$ cat src/rtl/max_pool_2d_argmax_defines.svh
// Assertion macros shared by the max pooling block.
// Included by the modules that carry concurrent assertions; no other dependencies.
`ifndef MAX_POOL_2D_ARGMAX_DEFINES_SVH
`define MAX_POOL_2D_ARGMAX_DEFINES_SVH

// The consequent holds in the same cycle as the antecedent.
`define MPA_ASSERT_NOW(label, clk, rst, ante, cons, msg) \
   label: assert property (@(posedge clk) disable iff (rst) (ante) |-> (cons)) \
      else $error(msg);

// The consequent holds in the cycle after the antecedent.
`define MPA_ASSERT_NEXT(label, clk, rst, ante, cons, msg) \
   label: assert property (@(posedge clk) disable iff (rst) (ante) |=> (cons)) \
      else $error(msg);

`endif

$ cat src/rtl/mpa_queue.sv
// Short job queue between the front and the back of the pooling block.
// Depends on max_pool_2d_argmax_defines.svh for its assertions.
`include "max_pool_2d_argmax_defines.svh"
module mpa_queue #(
   parameter int WIDTH = 8,
   parameter int DEPTH = 2
) (
   input  logic             clock,
   input  logic             reset,
   input  logic             push,
   input  logic [WIDTH-1:0] push_data,
   input  logic             pop,
   output logic [WIDTH-1:0] pop_data,
   output logic             not_empty
);

   localparam int PW = (DEPTH > 1) ? $clog2(DEPTH) : 1;
   localparam int CW = $clog2(DEPTH + 1);

   logic [WIDTH-1:0] data_ff [DEPTH];
   logic [PW-1:0]    wptr_ff, wptr_in, rptr_ff, rptr_in;
   logic [CW-1:0]    count_ff, count_in;

   always_comb begin
      wptr_in  = wptr_ff;
      rptr_in  = rptr_ff;
      count_in = count_ff;
      if (push) begin
         wptr_in = (wptr_ff == PW'(DEPTH - 1)) ? '0 : wptr_ff + 1'b1;
      end
      if (pop) begin
         rptr_in = (rptr_ff == PW'(DEPTH - 1)) ? '0 : rptr_ff + 1'b1;
      end
      if (push && !pop) begin
         count_in = count_ff + 1'b1;
      end else if (pop && !push) begin
         count_in = count_ff - 1'b1;
      end
   end

   always_ff @(posedge clock) begin
      if (reset) begin
         wptr_ff  <= '0;
         rptr_ff  <= '0;
         count_ff <= '0;
      end else begin
         wptr_ff  <= wptr_in;
         rptr_ff  <= rptr_in;
         count_ff <= count_in;
      end
      if (push) begin
         data_ff[wptr_ff] <= push_data;
      end
   end

   assign pop_data  = data_ff[rptr_ff];
   assign not_empty = (count_ff != '0);

   `MPA_ASSERT_NOW(a_queue_no_overflow, clock, reset, push && !pop, count_ff < CW'(DEPTH), "job queue overflow")
   `MPA_ASSERT_NOW(a_queue_no_underflow, clock, reset, pop, count_ff != '0, "job queue underflow")

endmodule

$ cat config.mk
export PLATFORM = sky130hd
export DESIGN_NAME = mpa_queue
export DESIGN_NICKNAME = d
export VERILOG_FILES = /design/src/rtl/mpa_queue.sv
export VERILOG_INCLUDE_DIRS = /design/src /design/src/rtl
export SDC_FILE = /design/constraint.sdc
export NUM_CORES = 1
export LEC_CHECK = 0
export BUFFER_PORTS_ARGS = -buffer_cell sky130_fd_sc_hd__buf_2
export CAP_MARGIN = 30
export CORE_UTILIZATION = 48
export CTS_BUF_LIST = sky130_fd_sc_hd__clkbuf_4 sky130_fd_sc_hd__clkbuf_8 sky130_fd_sc_hd__clkbuf_16
export CTS_CLUSTER_DIAMETER = 100
export CTS_CLUSTER_SIZE = 16
export DETAILED_ROUTE_END_ITERATION = 8
export PLACE_DENSITY_LB_ADDON = 0.08
export SLEW_MARGIN = 10
export SYNTH_ARGS = -nofsm -noshare
export SYNTH_HDL_FRONTEND = slang
export SYNTH_SLANG_ARGS = --single-unit
$ cat constraint.sdc
create_clock -name clock -period 1.55 [get_ports clock]
set_clock_uncertainty 0.15 [all_clocks]
set_input_delay 0.155 -clock clock [delete_from_list [all_inputs] [get_ports clock]]
set_output_delay 0.155 -clock clock [all_outputs]
set_load 0.05 [all_outputs]
# == Word-level counts from Yosys, hierarchy flattened ==
# Memories as Yosys holds them, arrays and structs flattened. A register that Yosys moved wholly into a read port is not among the register bits.
# Cells that the tools add are included.
# totals
reg_bits,4
mem_bits_rw,16
inputBits,12
out_inout_bits,9
memories,1
# mem_list
name,words,width,rd,rd_clocked_by_memory_dff,write_ports,line_no,source
data_ff,2,8,1,1,1,mpa_queue.sv:20,logic [WIDTH-1:0] data_ff [DEPTH];
# classes
n_addsub,4
muxes,8
reduce_logical,6
# op_table
op,count
2-to-1 mux 1 bit,6
2-to-1 mux 2 bit,2
nonzero test 2 bit,2
adder 1 bit (second input constant),2
adder 2 x 1 -> 2 bit (second input constant),1
logical AND 1 bit,2
logical NOT 1 bit,2
subtractor 2 x 1 -> 2 bit (second input constant),1

# == Depth between registers and ports, before layout ==
# Gate-level depths: netlist of run 1.
# logic_depth
depth_word,4
mapped_depth,5
ltp_nobuf,5

# == Worst setup path before layout of run 1 ==
# No wires, ideal clock.
# synth_path
path_kind,reg2out
startpoint,reg (tool-made name)
endpoint,out pop_data[0]
t_arrival_ps,992
t_required_ps,1245
slack_ps,253
path_stages_with_launch,3
path_cell_list,dfxtp_1 > buf_2 > mux2_1
# synth_rtl
item,line_no,source
end: declaration,mpa_queue.sv:13,"output logic [WIDTH-1:0] pop_data,"

==> results of run 1 <==
==> cell families (layout without fill, tap and decap cells) <==
family | count (synthesis) | after routing | share of synthesized area (%)
AOI/OAI and AO/OA | 2 | 2 | 1.29
muxes | 8 | 8 | 11.6
xor gates and xnor gates | 4 | 4 | 4.51
buffers and inverters | 2 | 37 | 1.13
and+or+nand+nor | 8 | 8 | 5.15
adders and majority gates | 1 | 1 | 1.61
DFF | 21 | 21 | 74.7
==> sequential cells by signal, summed over array words and instances, names as in the netlist, named ones only <==
register	flops
data_ff	16
count_ff	2
rptr_ff	1
wptr_ff	1
==> per-layer routing <==
layer  up-vias  routed length, µm  GRT usage (%)
met1       214                505           17.0
met2        11                592           27.7
met4         0                 17           8.75
met3         4                 35           5.60
li1        237                  -              -
met5         -                  0              0
==> power breakdown <==
| group | leakage (nW) | internal [mW] | switching, mW |
|---|---|---|---|
| clock network | 0.0184 | 0.117 | 0.149 |
| logic | 0.233 | 0.123 | 0.166 |
| registers | 0.192 | 0.650 | 0.0226 |
| total | 0.444 | 0.891 | 0.337 |
==> what timing repair did <==
item,in CTS,in global routing
gates resized for setup,19,0
hold buffers,11,0
cloned,0,0
endpoints found under the hold margin,21,0
setup endpoints to repair,8,7
==> metrics by stage <==
step                cells  setup TNS (ps)  area, µm²  hold slack [ps]  setup WS [ps]
floorplan              46               0        777             74.1            253
global placement       82               0        900              194            154
detailed placement     82               0        900              197            138
CTS                    97               0       1100             10.6          0.771
global route           97            -252       1100             27.6          -40.0
finish                 97               0       1100             7.52           6.90
==> final cells by class <==
type / count / area, µm²
Multi-Input combinational cell: 23 / 191
Sequential cell: 21 / 584
Clock buffer: 4 / 30.0
Timing Repair Buffer: 32 / 268
Fill cell: 115 / 409
Tap cell: 16 / 20.0
Inverter: 1 / 3.75
==> path summary, 6_finish.rpt <==
| check | start | cells past startpoint | endpoint |
|---|---|---|---|
| max | flop | 2 | pop_data[2] |
| min | push | 3 | wptr_ff |
| max reg2reg | rptr_ff | 3 | flop |
| min reg2reg | count_ff[1] | 2 | count_ff[1] |
==> worst max-delay path, cell delays in order, from the launching register on <==
cell and delay [ps]:
dfxtp_4 430, mux2_1 350, buf_6 160
==> layout by cell type, fill, tap and decap left out <==
| master | instances |
|---|---|
| edfxtp_1 | 16 |
| buf_2 | 12 |
| dlygate4sd3_1 | 11 |
| buf_6 | 8 |
| mux2_1 | 7 |
| nor2_1 | 4 |
| clkbuf_4 | 4 |
| dfxtp_1 | 4 |
| xnor2_1 | 2 |
| xor2_1 | 2 |
| inv_1 | 1 |
| or2_1 | 1 |
| and2_1 | 1 |
| mux2_4 | 1 |
| nor2b_1 | 1 |
| o21ai_0 | 1 |
| or3_1 | 1 |
| a21oi_1 | 1 |
| ha_1 | 1 |
| dfxtp_4 | 1 |
| buf_4 | 1 |
==> metrics.md, run 1 <==
| Metric | Value |
|---|---|
| Status | `finished clean` |
| RSZ-0062 raised after global routing | `true` |
| Antenna violations before repair | `0` |
| Later-pin clock latency in the skew report | `280 ps` |
| Register area share after synthesis | `74.7%` |
| Fin. Hold Viols | `0` |
| CP Capture Type | `output pin` |
| Die height | `42.2 µm` |
| Worst EP arrival | `about 1200 ps` |
| # setup viols final | `0` |
| Worst setup SP type | `flop` |
| Routed length per placed instance | `11.8 µm` |
| Worst Hold Class | `in -> reg` |
| Post-synth ARST share | `0%` |
| H-Tree Depth | `1` |
| Post-synth top cells | `edfxtp_1 (16), mux2_1 (8), dfxtp_1 (5)` |
| Antenna Nets Post-Route | `0` |
| Most common cell in the synthesized netlist | `edfxtp_1` |
| Min Tclk post-route | `roughly 1500 ps` |
| Antenna diodes | `0` |
| Cells after Synth | `46` |
| Pwr Total | `1.23 mW` |
| Drt total wl | `1150 µm` |
| Period utilization | `between 90% and 100%` |
| Core Box Area | `1510 µm²` |
| Gr usage total | `16.1%` |
| IO Pins | `21` |
| Layout Nets | `95` |
| Total CTS buffers | `3` |
| Worst Path Required | `1240 ps` |
| Measured slew at the worst slew-check pin | `between 300 and 400 ps` |
| GRT overflow | `0` |
| Largest area contributor in the netlist | `edfxtp_1` |
| Global-route wire length before repair | `between 2000 and 2500 µm` |
| Share of cells above drive strength 1 | `33.3%` |
| Clock root buffer | `clkbuf_4` |
| Vias in the first global route | `slightly above 500` |
| Proportion of netlist area held by the largest area contributor | `61.8%` |
| Clock sinks | `21` |
| Max-cap violation count | `0` |
| Vias | `approximately 470` |
| Area grow syn2layout | `41.2%` |
| Yosys warning count | `0` |
| Worst R2R Setup Slack | `160 ps` |
| Yosys reg bits | `21` |
| Cell area after synthesis | `777 µm²` |
| Power Density | `around 1100 nW/µm²` |
| Max clock buf depth | `2` |
| Row cnt | `14` |
| CTS tree | `yes` |
| Highest clock rate | `about 0.65 GHz` |
| Synth Flop Type | `edfxtp_1` |
| Detailed-route DRC error count | `0` |
| WS Path Type | `reg -> out` |
| Worst slew margin | `between 70% and 80%` |
| Post CTS Setup Buffer Count | `0` |
| Placed wire-length estimate | `738 µm` |
| Initial core utilization | `51.6%` |
| Die ar. | `1780 µm²` |
| DRT iter0 DRCs | `4` |
| Die X-Extent | `42.2 µm` |
| Routability cong. | `0.602` |
| Mapped Nets | `59` |
| Port-buffer cells | `20` |
| Max Slew Vio Count | `0` |
| DR vias/cell | `4.80` |
| Synthesized area per cell | `between 15 and 20 µm²` |
| Leakage | `between 0.4 and 0.5 nW` |
| Clock transition at path regs | `110 ps` |
| Final core occ | `72.8%` |
| Number of synthesized flops with an enable pin | `16` |
| Area contributors post-synth | `edfxtp_1 (62%), dfxtp_1 (13%), mux2_1 (12%)` |
| DR pass1 iterations | `3` |
| Synth unique cells | `15` |
| Max VDD drop | `813 µV` |
| Worst-path fanout max | `8` |
| Largest net degree at the start of global routing | `12` |
No activity file was read; power rests on OpenSTA's default activity.
==> run 2, diff against run 1 <==
- ABC_AREA: unset -> 1
- CORE_UTILIZATION: 48 -> 49
- SKIP_CTS_REPAIR_TIMING: unset -> 1
- SLEW_MARGIN: 10 -> unset
==> metrics.md, run 2 <==
| Metric | Value |
|---|---|
| Status | `complete, but fails checks` |
| Failing checks | `hold timing` |
| Most common cell after layout, fill and taps aside | `edfxtp_1` |
| Area grow syn2layout | `37.2%` |
| CP top delay family | `flip-flops` |
| Die ar. | `1810 µm² (+1.7%)` |
| Vias in the first global route | `474 (-6.9%)` |
| Synthesized area per cell | `14.2 µm² (-16%)` |
| RSZ-0062 raised after global routing | `true` |
| CP Cell Sequence | `mux2_2 -> buf_6` |
| Highest clock rate | `0.649 GHz (+0.16%)` |
| Mapped Nets | `70 (+19%)` |
| Register area share after synthesis | `71.9% (-2.8 points)` |
| Port-buffer cells | `20 (unchanged)` |
| Clock transition at path regs | `110 ps (about the same)` |
| Max VDD drop | `850 µV (+4.5%)` |
| Clock sinks | `21 (unchanged)` |
| Pwr Total | `1.21 mW (-1.8%)` |
| Area contributors post-synth | `edfxtp_1 (60%), dfxtp_1 (12%), mux2_2 (11%)` |
| Most frequent cells in the layout | `edfxtp_1 (16), buf_2 (12), dlygate4sd3_1 (10)` |
| Fin. Hold Viols | `1 (+1)` |
| Dpl cells | `93 (+13%)` |
| Worst slew margin | `76.3% (+2.3 points)` |
| Max-cap violation count | `0 (unchanged)` |
| IO Pins | `21 (unchanged)` |
| Buf/Inv on CP | `1 (unchanged)` |
| Routed length per placed instance | `12.1 µm (+2.3%)` |
| CTS tree | `yes` |
| Total negative slack | `0 ps (unchanged)` |
| Yosys warning count | `0 (unchanged)` |
| Share of cells above drive strength 1 | `39.6% (+6.2 points)` |
| Clock root buffer | `clkbuf_4` |
| Measured slew at the worst slew-check pin | `355 ps (-35.2 ps)` |
| Max Slew Vio Count | `0 (unchanged)` |
| Worst R2R Setup Slack | `190 ps (+30 ps)` |
| DR vias/cell | `4.79 (-0.40%)` |
| Post-synthesis mux area share | `11.2% (-0.43 points)` |
| Placed wire-length estimate | `852 µm (+15%)` |
| Min Tclk post-route | `1540 ps (-2.41 ps)` |
| Later-pin clock latency in the skew report | `300 ps (+20 ps)` |
| Die height | `42.6 µm (+0.83%)` |
| Initial core utilization | `53.0% (+1.4 points)` |
| Worst EP arrival | `1240 ps (about the same)` |
| Period utilization | `99.4% (-0.16 points)` |
| Max clock buf depth | `2 (unchanged)` |
| DRT iter0 DRCs | `7 (+3)` |
| Compound-Gate Fraction of Synth Area | `1.24% (-0.048 points)` |
| Gr usage total | `15.6% (-0.42 points)` |
| Simple-gate share of the synthesized area | `7.44% (+2.3 points)` |
| Worst Reg2Reg Path Length in Cells | `3 (unchanged)` |
| Synth Flop Type | `edfxtp_1` |
| Min Hold Slack | `-6.81 ps (-14.3 ps)` |
| Synth unique cells | `16 (+1)` |
| Antenna violations before repair | `0 (unchanged)` |
| Worst-path fanout max | `8 (unchanged)` |
| Largest area contributor in the netlist | `edfxtp_1` |
| Worst setup SP type | `flop` |
| Worst hold stages | `3 (unchanged)` |
| Main combinational cell family by area after synthesis | `multiplexers` |
| Row cnt | `14 (unchanged)` |
| Largest net degree at the start of global routing | `12 (unchanged)` |
| Most common cell in the synthesized netlist | `edfxtp_1` |
| DR pass1 iterations | `2 (-1)` |
| Fillers | `112 (-2.6%)` |
| Vias | `512 (+9.9%)` |
| Drt total wl | `1300 µm (+13%)` |
| CP max stage delay | `420 ps (about the same)` |
| Cell area after synthesis | `807 µm² (+3.9%)` |
| Core Box Area | `1520 µm² (+1.2%)` |
| Post-Synth Adder-Cell Area | `1.55% (-0.060 points)` |
| Post-Synth XOR/XNOR Area | `1.09% (-3.4 points)` |
| Routability cong. | `0.648 (+7.7%)` |
| Reg with most FFs | `data_ff` |
| Post-Layout Cell Count | `107 (+10%)` |
| Power Density | `1090 nW/µm² (-2.7%)` |
| Worst Hold Class | `in -> reg` |
| Post-synth top cells | `edfxtp_1 (16), inv_1 (8), mux2_2 (8)` |
| GRT overflow | `0 (unchanged)` |
| Yosys reg bits | `21 (unchanged)` |
| Leakage | `0.472 nW (+6.4%)` |
| WS Path Type | `reg -> out` |
| Number of synthesized flops with an enable pin | `16 (unchanged)` |
| Global-route wire length before repair | `1950 µm (-6.6%)` |
| Die X-Extent | `42.6 µm (+0.83%)` |
| CP Capture Type | `output pin` |
| WP depth | `2 (unchanged)` |
| Max reg flops | `16 (unchanged)` |
| Total CTS buffers | `3 (unchanged)` |
| Cells after Synth | `57 (+24%)` |
| Antenna diodes | `0 (unchanged)` |
| # setup viols final | `0 (unchanged)` |
| Final core occ | `72.7% (-0.18 points)` |
| Proportion of netlist area held by the largest area contributor | `59.5% (-2.3 points)` |
| H-Tree Depth | `1 (unchanged)` |
| Layout Nets | `105 (+11%)` |
| Largest regs | `data_ff x16, count_ff x2` |
| Slowest CP cell | `dfxtp_4` |
| Antenna Nets Post-Route | `0 (unchanged)` |
| Post-synth ARST share | `0% (unchanged)` |
| Worst Path Required | `1240 ps (about the same)` |
| Detailed-route DRC error count | `0 (unchanged)` |
-- run 2: cell count changes in the layout (fill, tap and decap cells not counted), moves of 2 or more --
cell     change
inv_1        +7
mux2_1       -7
mux2_2       +8
nand2_1      +5
xor2_1       -2
-- run 2: routing by layer --
metal / share of wire (%) / global-route usage [%] / up-vias
met3: 2.8 / 5.60 / 2
met1: 40 / 17.1 / 236
met5: 0 / 0 / -
li1: - / - / 262
met4: 0.85 / 11.3 / 0
met2: 56 / 24.9 / 12
-- run 2: final timing paths --
kind / endpoint / from
worst max-delay path: pop_data[5] / flop
worst min-delay path: wptr_ff / push
worst max register to register: rptr_ff / rptr_ff
worst min register to register: count_ff[0] / count_ff[0]
-- run 2: metrics by stage --
| stage | worst slack [ps] | cell area, µm² |
|---|---|---|
| after floorplan | 342 | 807 |
| after global placement | 155 | 923 |
| after detailed placement | 152 | 923 |
| after CTS | -202 | 953 |
| after global routing | -32.5 | 1110 |
| final | 9.31 | 1110 |
-- run 2: worst reg2reg max path, cell delays in order (launching register included) --
cell and delay, ps:
dfxtp_1 320, xnor2_1 190, nor2_1 50, dlygate4sd3_1 550
-- run 2: power by group --
group | switching (mW) | leakage, nW | internal [mW]
Sequential | 0.0203 | 0.192 | 0.644
Combinational | 0.155 | 0.262 | 0.112
Clock | 0.157 | 0.0184 | 0.118
Total | 0.332 | 0.472 | 0.873
-- run 2: cell type report --
class                   count  area, µm²  area share [%]
multi-input cells          26        181            16.4
clock buffers               4       30.0            2.71
inverters                   9       33.8            3.05
repair buffers             31        258            23.3
flip-flops and latches     21        584            52.8
well taps                  16       20.0            1.81
-- run 2: logic make-up (layout without fill, tap and decap cells) --
kind of cell               Yosys count  after routing
muxes                                8              8
buffers and inverters               10             44
adders and majority gates            1              1
AOI/OAI and AO/OA                    2              2
xor gates and xnor gates             1              1
DFF                                 21             21
and+or+nand+nor                     14             14
