`src/rtl/max_pool_2d_argmax_defines.svh`:
```
// Assertion macros shared by the max pooling block.
// Included by the modules that carry concurrent assertions; no other dependencies.
`ifndef MAX_POOL_2D_ARGMAX_DEFINES_SVH
`define MAX_POOL_2D_ARGMAX_DEFINES_SVH

// The consequent holds in the same cycle as the antecedent.
`define MPA_ASSERT_NOW(label, clk, rst, ante, cons, msg) \
   label: assert property (@(posedge clk) disable iff (rst) (ante) |-> (cons)) \
      else $error(msg);

// The consequent holds in the cycle after the antecedent.
`define MPA_ASSERT_NEXT(label, clk, rst, ante, cons, msg) \
   label: assert property (@(posedge clk) disable iff (rst) (ante) |=> (cons)) \
      else $error(msg);

`endif

```
`src/rtl/mpa_pkg.sv`:
```
// Shared types and constants of the max pooling block.
// No dependencies; used by the top level, mpa_front and mpa_back.
package mpa_pkg;

   localparam int DEF_MAX_WINDOW = 8;
   localparam int DEF_MAX_LINE   = 512;
   localparam int SAMPLE_W       = 16;
   localparam int COORD_W        = 9;
   localparam int PLANE_W        = 16;
   localparam int SIZE_W         = 4;
   localparam int DIM_W          = 10;
   localparam int SLOT_W         = 4;
   localparam int CSR_INDEX_W    = 3;
   localparam int CSR_DATA_W     = 10;
   localparam int QUEUE_DEPTH    = 2;

   localparam logic [CSR_INDEX_W-1:0] REG_WINDOW_ROWS = 3'd0;
   localparam logic [CSR_INDEX_W-1:0] REG_WINDOW_COLS = 3'd1;
   localparam logic [CSR_INDEX_W-1:0] REG_STEP_ROWS   = 3'd2;
   localparam logic [CSR_INDEX_W-1:0] REG_STEP_COLS   = 3'd3;
   localparam logic [CSR_INDEX_W-1:0] REG_PLANE_ROWS  = 3'd4;
   localparam logic [CSR_INDEX_W-1:0] REG_PLANE_COLS  = 3'd5;

   typedef struct packed {
      logic [SIZE_W-1:0] window_rows;
      logic [SIZE_W-1:0] window_cols;
   } cfg_type;

   typedef struct packed {
      logic [SLOT_W-1:0]  slot;
      logic [COORD_W-1:0] row;
      logic [COORD_W-1:0] col;
      logic [COORD_W-1:0] out_row;
      logic [COORD_W-1:0] out_col;
      logic [PLANE_W-1:0] plane;
      logic               end_of_plane;
   } job_type;

endpackage

```
`src/rtl/mpa_back.sv`:
```
// Back of the pooling block: rereads a completed window from the line store and finds the maximum.
// Depends on mpa_pkg and max_pool_2d_argmax_defines.svh.
`include "max_pool_2d_argmax_defines.svh"
module mpa_back #(
   parameter int MAX_WINDOW = 8,
   parameter int MAX_LINE   = 512
) (
   input  logic                                   clock,
   input  logic                                   reset,
   input  logic                                   job_ready,
   input  mpa_pkg::job_type                       job_in,
   output logic                                   pop,
   input  mpa_pkg::cfg_type                       cfg,
   output logic                                   rd_en,
   output logic [$clog2(MAX_WINDOW*MAX_LINE)-1:0] rd_addr,
   input  logic [mpa_pkg::SAMPLE_W-1:0]           rd_data,
   output logic                                   busy,
   output logic                                   rsp_valid,
   input  logic                                   rsp_stall,
   output logic signed [mpa_pkg::SAMPLE_W-1:0]    rsp_max_value,
   output logic [mpa_pkg::COORD_W-1:0]            rsp_max_row,
   output logic [mpa_pkg::COORD_W-1:0]            rsp_max_col,
   output logic [mpa_pkg::COORD_W-1:0]            rsp_out_row,
   output logic [mpa_pkg::COORD_W-1:0]            rsp_out_col,
   output logic [mpa_pkg::PLANE_W-1:0]            rsp_plane_index,
   output logic                                   rsp_end_of_plane
);
   import mpa_pkg::*;

   localparam int SW = (MAX_WINDOW > 1) ? $clog2(MAX_WINDOW) : 1;
   localparam int AW = $clog2(MAX_WINDOW * MAX_LINE);

   typedef enum logic [1:0] {S_IDLE, S_RUN, S_LAST, S_DONE} state_type;

   state_type                state_ff;
   job_type                  job_ff;
   logic [SIZE_W-1:0]        y_ff, x_ff;
   logic [SW-1:0]            slot_ff;
   logic [COORD_W-1:0]       row_ff, col_ff, left_ff, top_ff;
   logic                     rd_valid_ff;
   logic [COORD_W-1:0]       rd_row_ff, rd_col_ff;
   logic                     have_ff;
   logic signed [SAMPLE_W-1:0] best_ff;
   logic [COORD_W-1:0]       best_row_ff, best_col_ff;
   logic                     out_free, take, last_x, last_y, in_window;
   logic [4:0]               top_slot_wide;
   logic [SW-1:0]            top_slot;
   logic [COORD_W-1:0]       top, left;

   assign out_free = !rsp_valid || !rsp_stall;
   assign pop      = (state_ff == S_IDLE) && job_ready;
   assign busy     = (state_ff != S_IDLE);
   assign last_x   = (x_ff + 1'b1 == cfg.window_cols);
   assign last_y   = (y_ff + 1'b1 == cfg.window_rows);
   assign take     = rd_valid_ff && (!have_ff || $signed(rd_data) > best_ff);

   assign top  = job_in.row + 1'b1 - COORD_W'(cfg.window_rows);
   assign left = job_in.col + 1'b1 - COORD_W'(cfg.window_cols);

   always_comb begin
      top_slot_wide = 5'(job_in.slot) + 5'(MAX_WINDOW) - 5'(cfg.window_rows) + 5'd1;
      if (top_slot_wide >= 5'(MAX_WINDOW)) begin
         top_slot_wide = top_slot_wide - 5'(MAX_WINDOW);
      end
      top_slot = top_slot_wide[SW-1:0];
   end

   assign rd_en   = (state_ff == S_RUN);
   assign rd_addr = AW'(slot_ff) * AW'(MAX_LINE) + AW'(col_ff);

   always_ff @(posedge clock) begin
      if (reset) begin
         state_ff    <= S_IDLE;
         rd_valid_ff <= 1'b0;
         rsp_valid   <= 1'b0;
      end else begin
         rd_valid_ff <= (state_ff == S_RUN);
         if (state_ff == S_DONE && out_free) begin
            rsp_valid <= 1'b1;
         end else if (!rsp_stall) begin
            rsp_valid <= 1'b0;
         end
         case (state_ff)
            S_IDLE: begin
               if (job_ready) begin
                  state_ff <= S_RUN;
               end
            end
            S_RUN: begin
               if (last_x && last_y) begin
                  state_ff <= S_LAST;
               end
            end
            S_LAST: begin
               state_ff <= S_DONE;
            end
            S_DONE: begin
               if (out_free) begin
                  state_ff <= S_IDLE;
               end
            end
            default: begin
               state_ff <= S_IDLE;
            end
         endcase
      end
      if (pop) begin
         job_ff  <= job_in;
         y_ff    <= '0;
         x_ff    <= '0;
         slot_ff <= top_slot;
         row_ff  <= top;
         col_ff  <= left;
         left_ff <= left;
         top_ff  <= top;
         have_ff <= 1'b0;
      end else if (state_ff == S_RUN) begin
         if (last_x) begin
            x_ff    <= '0;
            col_ff  <= left_ff;
            y_ff    <= y_ff + 1'b1;
            row_ff  <= row_ff + 1'b1;
            slot_ff <= (slot_ff == SW'(MAX_WINDOW - 1)) ? '0 : slot_ff + 1'b1;
         end else begin
            x_ff   <= x_ff + 1'b1;
            col_ff <= col_ff + 1'b1;
         end
      end
      rd_row_ff <= row_ff;
      rd_col_ff <= col_ff;
      if (take) begin
         have_ff     <= 1'b1;
         best_ff     <= $signed(rd_data);
         best_row_ff <= rd_row_ff;
         best_col_ff <= rd_col_ff;
      end
      if (state_ff == S_DONE && out_free) begin
         rsp_max_value    <= best_ff;
         rsp_max_row      <= best_row_ff;
         rsp_max_col      <= best_col_ff;
         rsp_out_row      <= job_ff.out_row;
         rsp_out_col      <= job_ff.out_col;
         rsp_plane_index  <= job_ff.plane;
         rsp_end_of_plane <= job_ff.end_of_plane;
      end
   end

   assign in_window = (best_row_ff >= top_ff) && (best_row_ff <= job_ff.row)
                      && (best_col_ff >= left_ff) && (best_col_ff <= job_ff.col);

   `MPA_ASSERT_NOW(a_back_pop_idle, clock, reset, pop, state_ff == S_IDLE, "job taken while busy")
   `MPA_ASSERT_NOW(a_back_max_in_window, clock, reset, state_ff == S_DONE, have_ff && in_window, "maximum outside its window")
   `MPA_ASSERT_NEXT(a_back_result_loaded, clock, reset, state_ff == S_DONE && out_free, rsp_valid, "result not presented")

endmodule
```
`config.mk`:
```
export PLATFORM = sky130hd
export DESIGN_NAME = mpa_back
export DESIGN_NICKNAME = d
export VERILOG_FILES = /design/src/rtl/mpa_pkg.sv /design/src/rtl/mpa_back.sv
export VERILOG_INCLUDE_DIRS = /design/src /design/src/rtl
export SDC_FILE = /design/constraint.sdc
export NUM_CORES = 1
export LEC_CHECK = 0
export BUFFER_PORTS_ARGS = -buffer_cell sky130_fd_sc_hd__buf_2
export CORE_MARGIN = 1
export CORE_UTILIZATION = 54
export CTS_BUF_LIST = sky130_fd_sc_hd__clkbuf_4 sky130_fd_sc_hd__clkbuf_8 sky130_fd_sc_hd__clkbuf_16
export DETAILED_ROUTE_END_ITERATION = 8
export PLACE_DENSITY_LB_ADDON = 0.12
export SLEW_MARGIN = 20
export SYNTH_ARGS = -nofsm -noshare
export SYNTH_HDL_FRONTEND = slang
export SYNTH_SLANG_ARGS = --single-unit
```
`constraint.sdc`:
```
create_clock -name clock -period 10.2 [get_ports clock]
set_input_delay 2.04 -clock clock [delete_from_list [all_inputs] [get_ports clock]]
set_output_delay 2.04 -clock clock [all_outputs]
set_load 0.1 [all_outputs]
```
### Yosys cells after proc, flatten, opt, wreduce, memory -nomap -nowiden

Cells that the tools add are included.

| cells by class | value |
|---|---|
| equality and inequality tests | 10 |
| reductions and logical operators | 16 |
| muxes and demuxes | 18 |
| add/sub/neg operators | 14 |
| magnitude comparators | 2 |

Operators by type and width:

| operator | count |
|---|---|
| $mux 9 | 6 |
| $add 9x1->9 const B | 4 |
| $sub 9x4->9 | 2 |
| $gt 16x16->1 | 1 |
| $mux 3 | 5 |
| $add 12x9->12 | 1 |
| $add 4x1->4 const B | 2 |
| $eq 4x4->1 | 2 |
| $pmux 2 s4 | 1 |
| $mux 2 | 3 |
| $reduce_bool 2->1 | 3 |
| $add 4x4->5 const B | 1 |
| $add 5x1->5 const B | 1 |
| $ge 5x4->1 const B | 1 |
| $sub 5x4->5 | 1 |
| $eq 2x2->1 const B | 2 |
| $logic_and 1x1->1 | 4 |
| $mux 4 | 1 |
| $ne 2x1->1 const B | 2 |
| $ne 2x2->1 const B | 2 |
| $reduce_and 2->1 | 2 |
| $add 3x1->3 const B | 1 |
| $eq 3x3->1 const B | 1 |
| $logic_not 1->1 | 3 |
| 6 further kinds | 8 |

| word-level totals | value |
|---|---|
| logic and storage cells | 86 |
| flip-flop bits (word level) | 199 |
| input bits | 85 |

### Longest topological paths before layout

| depth | value |
|---|---|
| depth in word-level cells | 6 |
| depth in mapped cells | 12 |
| gate-level depth less buffers | 12 |

### Worst setup path before layout

No wires, ideal clock.

| timing | value |
|---|---|
| path kind | input to register |
| start point | in rsp_stall |
| end point | reg rsp_end_of_plane (enable) |
| path buffers | 0 |
| required time | 9.599 ns |
| data arrival time | 7.067 ns |
| library setup time | 0.601 ns |
| path slack | 2.532 ns |
| stages | 1 |
| cells stage by stage | a21boi_0 |

| between the ends | value |
|---|---|
| longest elaborated chain between the ends | 3 |

RTL lines:

| item | RTL line | text |
|---|---|---|
| start: declaration | mpa_back.sv:19 | `input logic rsp_stall,` |
| $logic_not 1->1 | n/a |  |
| $logic_or 1x1->1 | mpa_back.sv:50 | `assign out_free = !rsp_valid \|\| !rsp_stall;` |
| $logic_and 1x1->1 | mpa_back.sv:137 | `if (state_ff == S_DONE && out_free) begin` |
| end signal: assignment | mpa_back.sv:144 | `rsp_end_of_plane <= job_ff.end_of_plane;` |
| end: declaration | mpa_back.sv:26 | `output logic rsp_end_of_plane` |

Every way passes these cells.
A chain may end at the register's enable or synchronous reset.

### Final worst setup path

| timing | value |
|---|---|
| start point | in job_ready |
| end point | out pop |

| between the ends | value |
|---|---|
| longest elaborated chain between the ends | 1 |

RTL lines:

| item | RTL line | text |
|---|---|---|
| start: declaration | mpa_back.sv:10 | `input logic job_ready,` |
| $logic_and 1x1->1 | mpa_back.sv:51 | `assign pop = (state_ff == S_IDLE) && job_ready;` |
| end: declaration | mpa_back.sv:12 | `output logic pop,` |

Every way passes these cells.

==> results.sh <==
export IMPL_outcome="finished, final reports clean"
export IMPL_n_antenna_cell=0
export IMPL_ctsHoldBuffers=0
export IMPL_yosysWarnings=0
export IMPL_rrSetupSlack_ns=7.31
export IMPL_first_global_vias=4595
export IMPL_finalClockSkew_ns=0.0151
export IMPL_finalPower_uw=2680
export IMPL_syn_nets=684
export IMPL_post_cts_buffers=0
export IMPL_timing_fmax_mhz=201
export IMPL_routed_wl_um=13800
export IMPL_crit_slowest_cell="buf_2"
export IMPL_met2_usage_pct=30.7
export IMPL_clkTransAtPathRegs_ns=0.07
export IMPL_die_y_um=124
export IMPL_synth_edf_count=168
export IMPL_cts_resized=0
export IMPL_area_growth_pct=21.4
export IMPL_min_period_ns=4.97
export IMPL_drc=0
export IMPL_hp_class="reg -> reg"
export IMPL_grtUsageMet3_pct=5.58
export IMPL_pre_cts_slack_ns=5.23
export IMPL_cts_tree="yes"
export IMPL_setup_viol=0
export IMPL_synth_seq_area_share_pct=71.1
export IMPL_root_buffer="clkbuf_16"
export IMPL_vias_per_cell=4.98
export IMPL_antenna_found_initial=0
export IMPL_start_util_pct=55.1
export IMPL_synth_cell_type_count=44
export IMPL_yosys_register_bits=199
export IMPL_grt_max_degree=74
export IMPL_io_pins=170
export IMPL_use_met1_pct=25.2
export IMPL_top_usage_layer="met2"
export IMPL_maxCapViolCount=0
export IMPL_wire_per_inst_um=14.9
export IMPL_finalCritPeriodShare_pct=48.7
export IMPL_die_area_mm2=0.0153
export IMPL_first_iter_violations=310
export IMPL_grt_pass1_wl_um=21900
export IMPL_rows=44
export IMPL_worstSetupStartpointType="input port"
export IMPL_dp_hpwl_um=9840
export IMPL_grtUsageTotal_pct=19.3
export IMPL_slowest_delay_ns=0.43
export IMPL_numCtsBuffers=17
export IMPL_slew_headroom_pct=32.5
export IMPL_htreeDepth=4
export IMPL_hold_violations=0
export IMPL_grt_setup_unrepaired="false"
export IMPL_syn_avg_cell_area_um2=14.6
export IMPL_powerDensity_mw_per_mm2=277
export IMPL_drive_gt1_share_pct=28.6
export IMPL_final_nets=867
export IMPL_core_area_mm2=0.0145
export IMPL_clk_latency_ns=0.43
export IMPL_worst_slack_ns=5.23
export IMPL_crit_path_end_kind="primary output"
export IMPL_cp_arrival_ns=2.93
export IMPL_ir_drop_v=0.000156
export IMPL_crit_fanout=27
export IMPL_gr_total_overflow=0
export IMPL_crit_path_frequent_cell="buf_2"
export IMPL_worst_slew_pin_slew_ns=1.01
export IMPL_holdWs_ns=0.401
export IMPL_timing_critical_path_cells="buf_2 > nand2_1 > buf_4 > inv_2 > buf_2"
export IMPL_p_leak_uw=0.00399
export IMPL_fp_dieW_um=124
export IMPL_portBuffers=168
export IMPL_critPathRequiredTime_ns=8.16
export IMPL_netlist_area_mm2=0.00797
export IMPL_cts_sinks=199
export IMPL_setup_tns_ns=0
export IMPL_slew_viol_final=0
export IMPL_postRouteAntennaNets=0
export IMPL_synth_async_reset_ratio_pct=0
export IMPL_syn_inst=545
export IMPL_synthFlopType="edfxtp_1"
export IMPL_vias=4608
export IMPL_place_congestion=0.779
export IMPL_criticalPathCategory="in -> out"
export IMPL_drt_pass1_iterations=4
export IMPL_ctsLongestPathBuffers=2
## synth_stat cells, types with 2 or more instances
cell	n	area, µm²
o211ai_1	4	30.0
fa_1	2	40.0
edfxtp_1	168	5040
a21o_1	3	22.5
nand2_1	48	180
xnor2_1	23	201
nor4_1	2	12.5
o221ai_1	2	17.5
o21ai_0	19	95.1
o22ai_1	2	12.5
inv_1	56	210
nand4b_1	2	17.5
nor3_1	7	35.0
xor2_1	19	166
ha_1	52	651
o31ai_1	2	15.0
nand3_1	17	85.1
dfxtp_1	31	621
a21oi_1	19	95.1
clkbuf_1	6	22.5
mux2i_1	3	30.0
nor2b_1	5	31.3
nor2_1	27	101
a211oi_1	3	22.5
and3_1	2	12.5
and4_1	2	17.5
nand4_1	2	12.5
## worst max-delay path, delay by kind of cell
family / cells / cell delay, ns
buffers and inverters: 4 / 0.83
AND/OR/NAND/NOR: 1 / 0.04
## power breakdown
| part | internal, µW | switching, µW | leakage (µW) |
|---|---|---|---|
| combinational | 185 | 608 | 0.00188 |
| clock | 332 | 327 | 0.000290 |
| sequential | 1140 | 85.9 | 0.00182 |
## area by class of cell
class,instances,area (µm²)
clock buffers,17,425
fillers,1058,4800
well taps,184,230
flip-flops and latches,199,5670
repair buffers,172,891
inverters,56,210
multi-input cells,282,2080
clock inverters,15,176
## final timing paths
check | start | to | cells past startpoint
setup / recovery | job_ready | pop | 5
hold / removal | row_ff[8]$_DFFE_PP_ | rd_row_ff[8]$_DFF_P_ | 0
setup reg to reg | best_ff[15]$_DFFE_PP_ | best_row_ff[0]$_DFFE_PP_ | 9
hold reg to reg | row_ff[8]$_DFFE_PP_ | rd_row_ff[8]$_DFF_P_ | 0
## state kept, by name (all words and copies together) (netlist names)
signal / flops
row_ff: 9
best_ff: 16
rd_col_ff: 9
rd_valid_ff: 1
rsp_out_row: 9
left_ff: 9
slot_ff: 3
rd_row_ff: 9
rsp_max_row: 9
best_col_ff: 9
rsp_end_of_plane: 1
state_ff: 2
rsp_out_col: 9
x_ff: 4
rsp_valid: 1
rsp_max_value: 16
have_ff: 1
best_row_ff: 9
y_ff: 4
rsp_max_col: 9
col_ff: 9
job_ff: 35
rsp_plane_index: 16
## metal layers
metal	part of all wire, %	routed length (µm)
met1	45	6160
met2	49	6750
met3	5.8	797
met4	0.78	108
met5	0	0
## per-stage QoR
step	instances	util, %	area, µm²
2_1_floorplan	545	-	7970
6_report	925	66.9	9680
4_1_cts	924	66.7	9650
3_3_place_gp	892	62.5	9050
5_1_grt	925	66.9	9680
3_5_place_dp	892	62.5	9050
## cell families after synthesis
logic type / after synthesis / share of synthesized area [%]
AOI/OAI and AO/OA: 62 / 4.87
adders and majority gates: 54 / 8.66
buffers and inverters: 64 / 3.12
and+or+nand+nor: 120 / 7.00
xor gates and xnor gates: 43 / 4.90
muxes: 3 / 0.377
DFF: 199 / 71.1
## cell usage in the layout (no fill, tap or decap), types with 2 or more instances in the layout
cell type and instances:
a211oi_1 3, nand4_1 2, nand3_1 17, nor2b_1 5, inv_1 55, a21oi_1 19
nand4b_1 2, xor2_1 19, o21ai_0 19, inv_8 2, nand2_1 48, and4_1 2
mux2i_1 3, xnor2_1 23, buf_4 3, o31ai_1 2, o211ai_1 4, a21o_1 3
clkinv_8 5, dfxtp_1 31, buf_2 168, fa_1 2, clkbuf_16 17, edfxtp_1 168
o221ai_1 2, and3_1 2, ha_1 52, inv_6 5, nor4_1 2, nor3_1 7
nor2_1 27
Note: power is estimated with default switching activity, not from simulation.
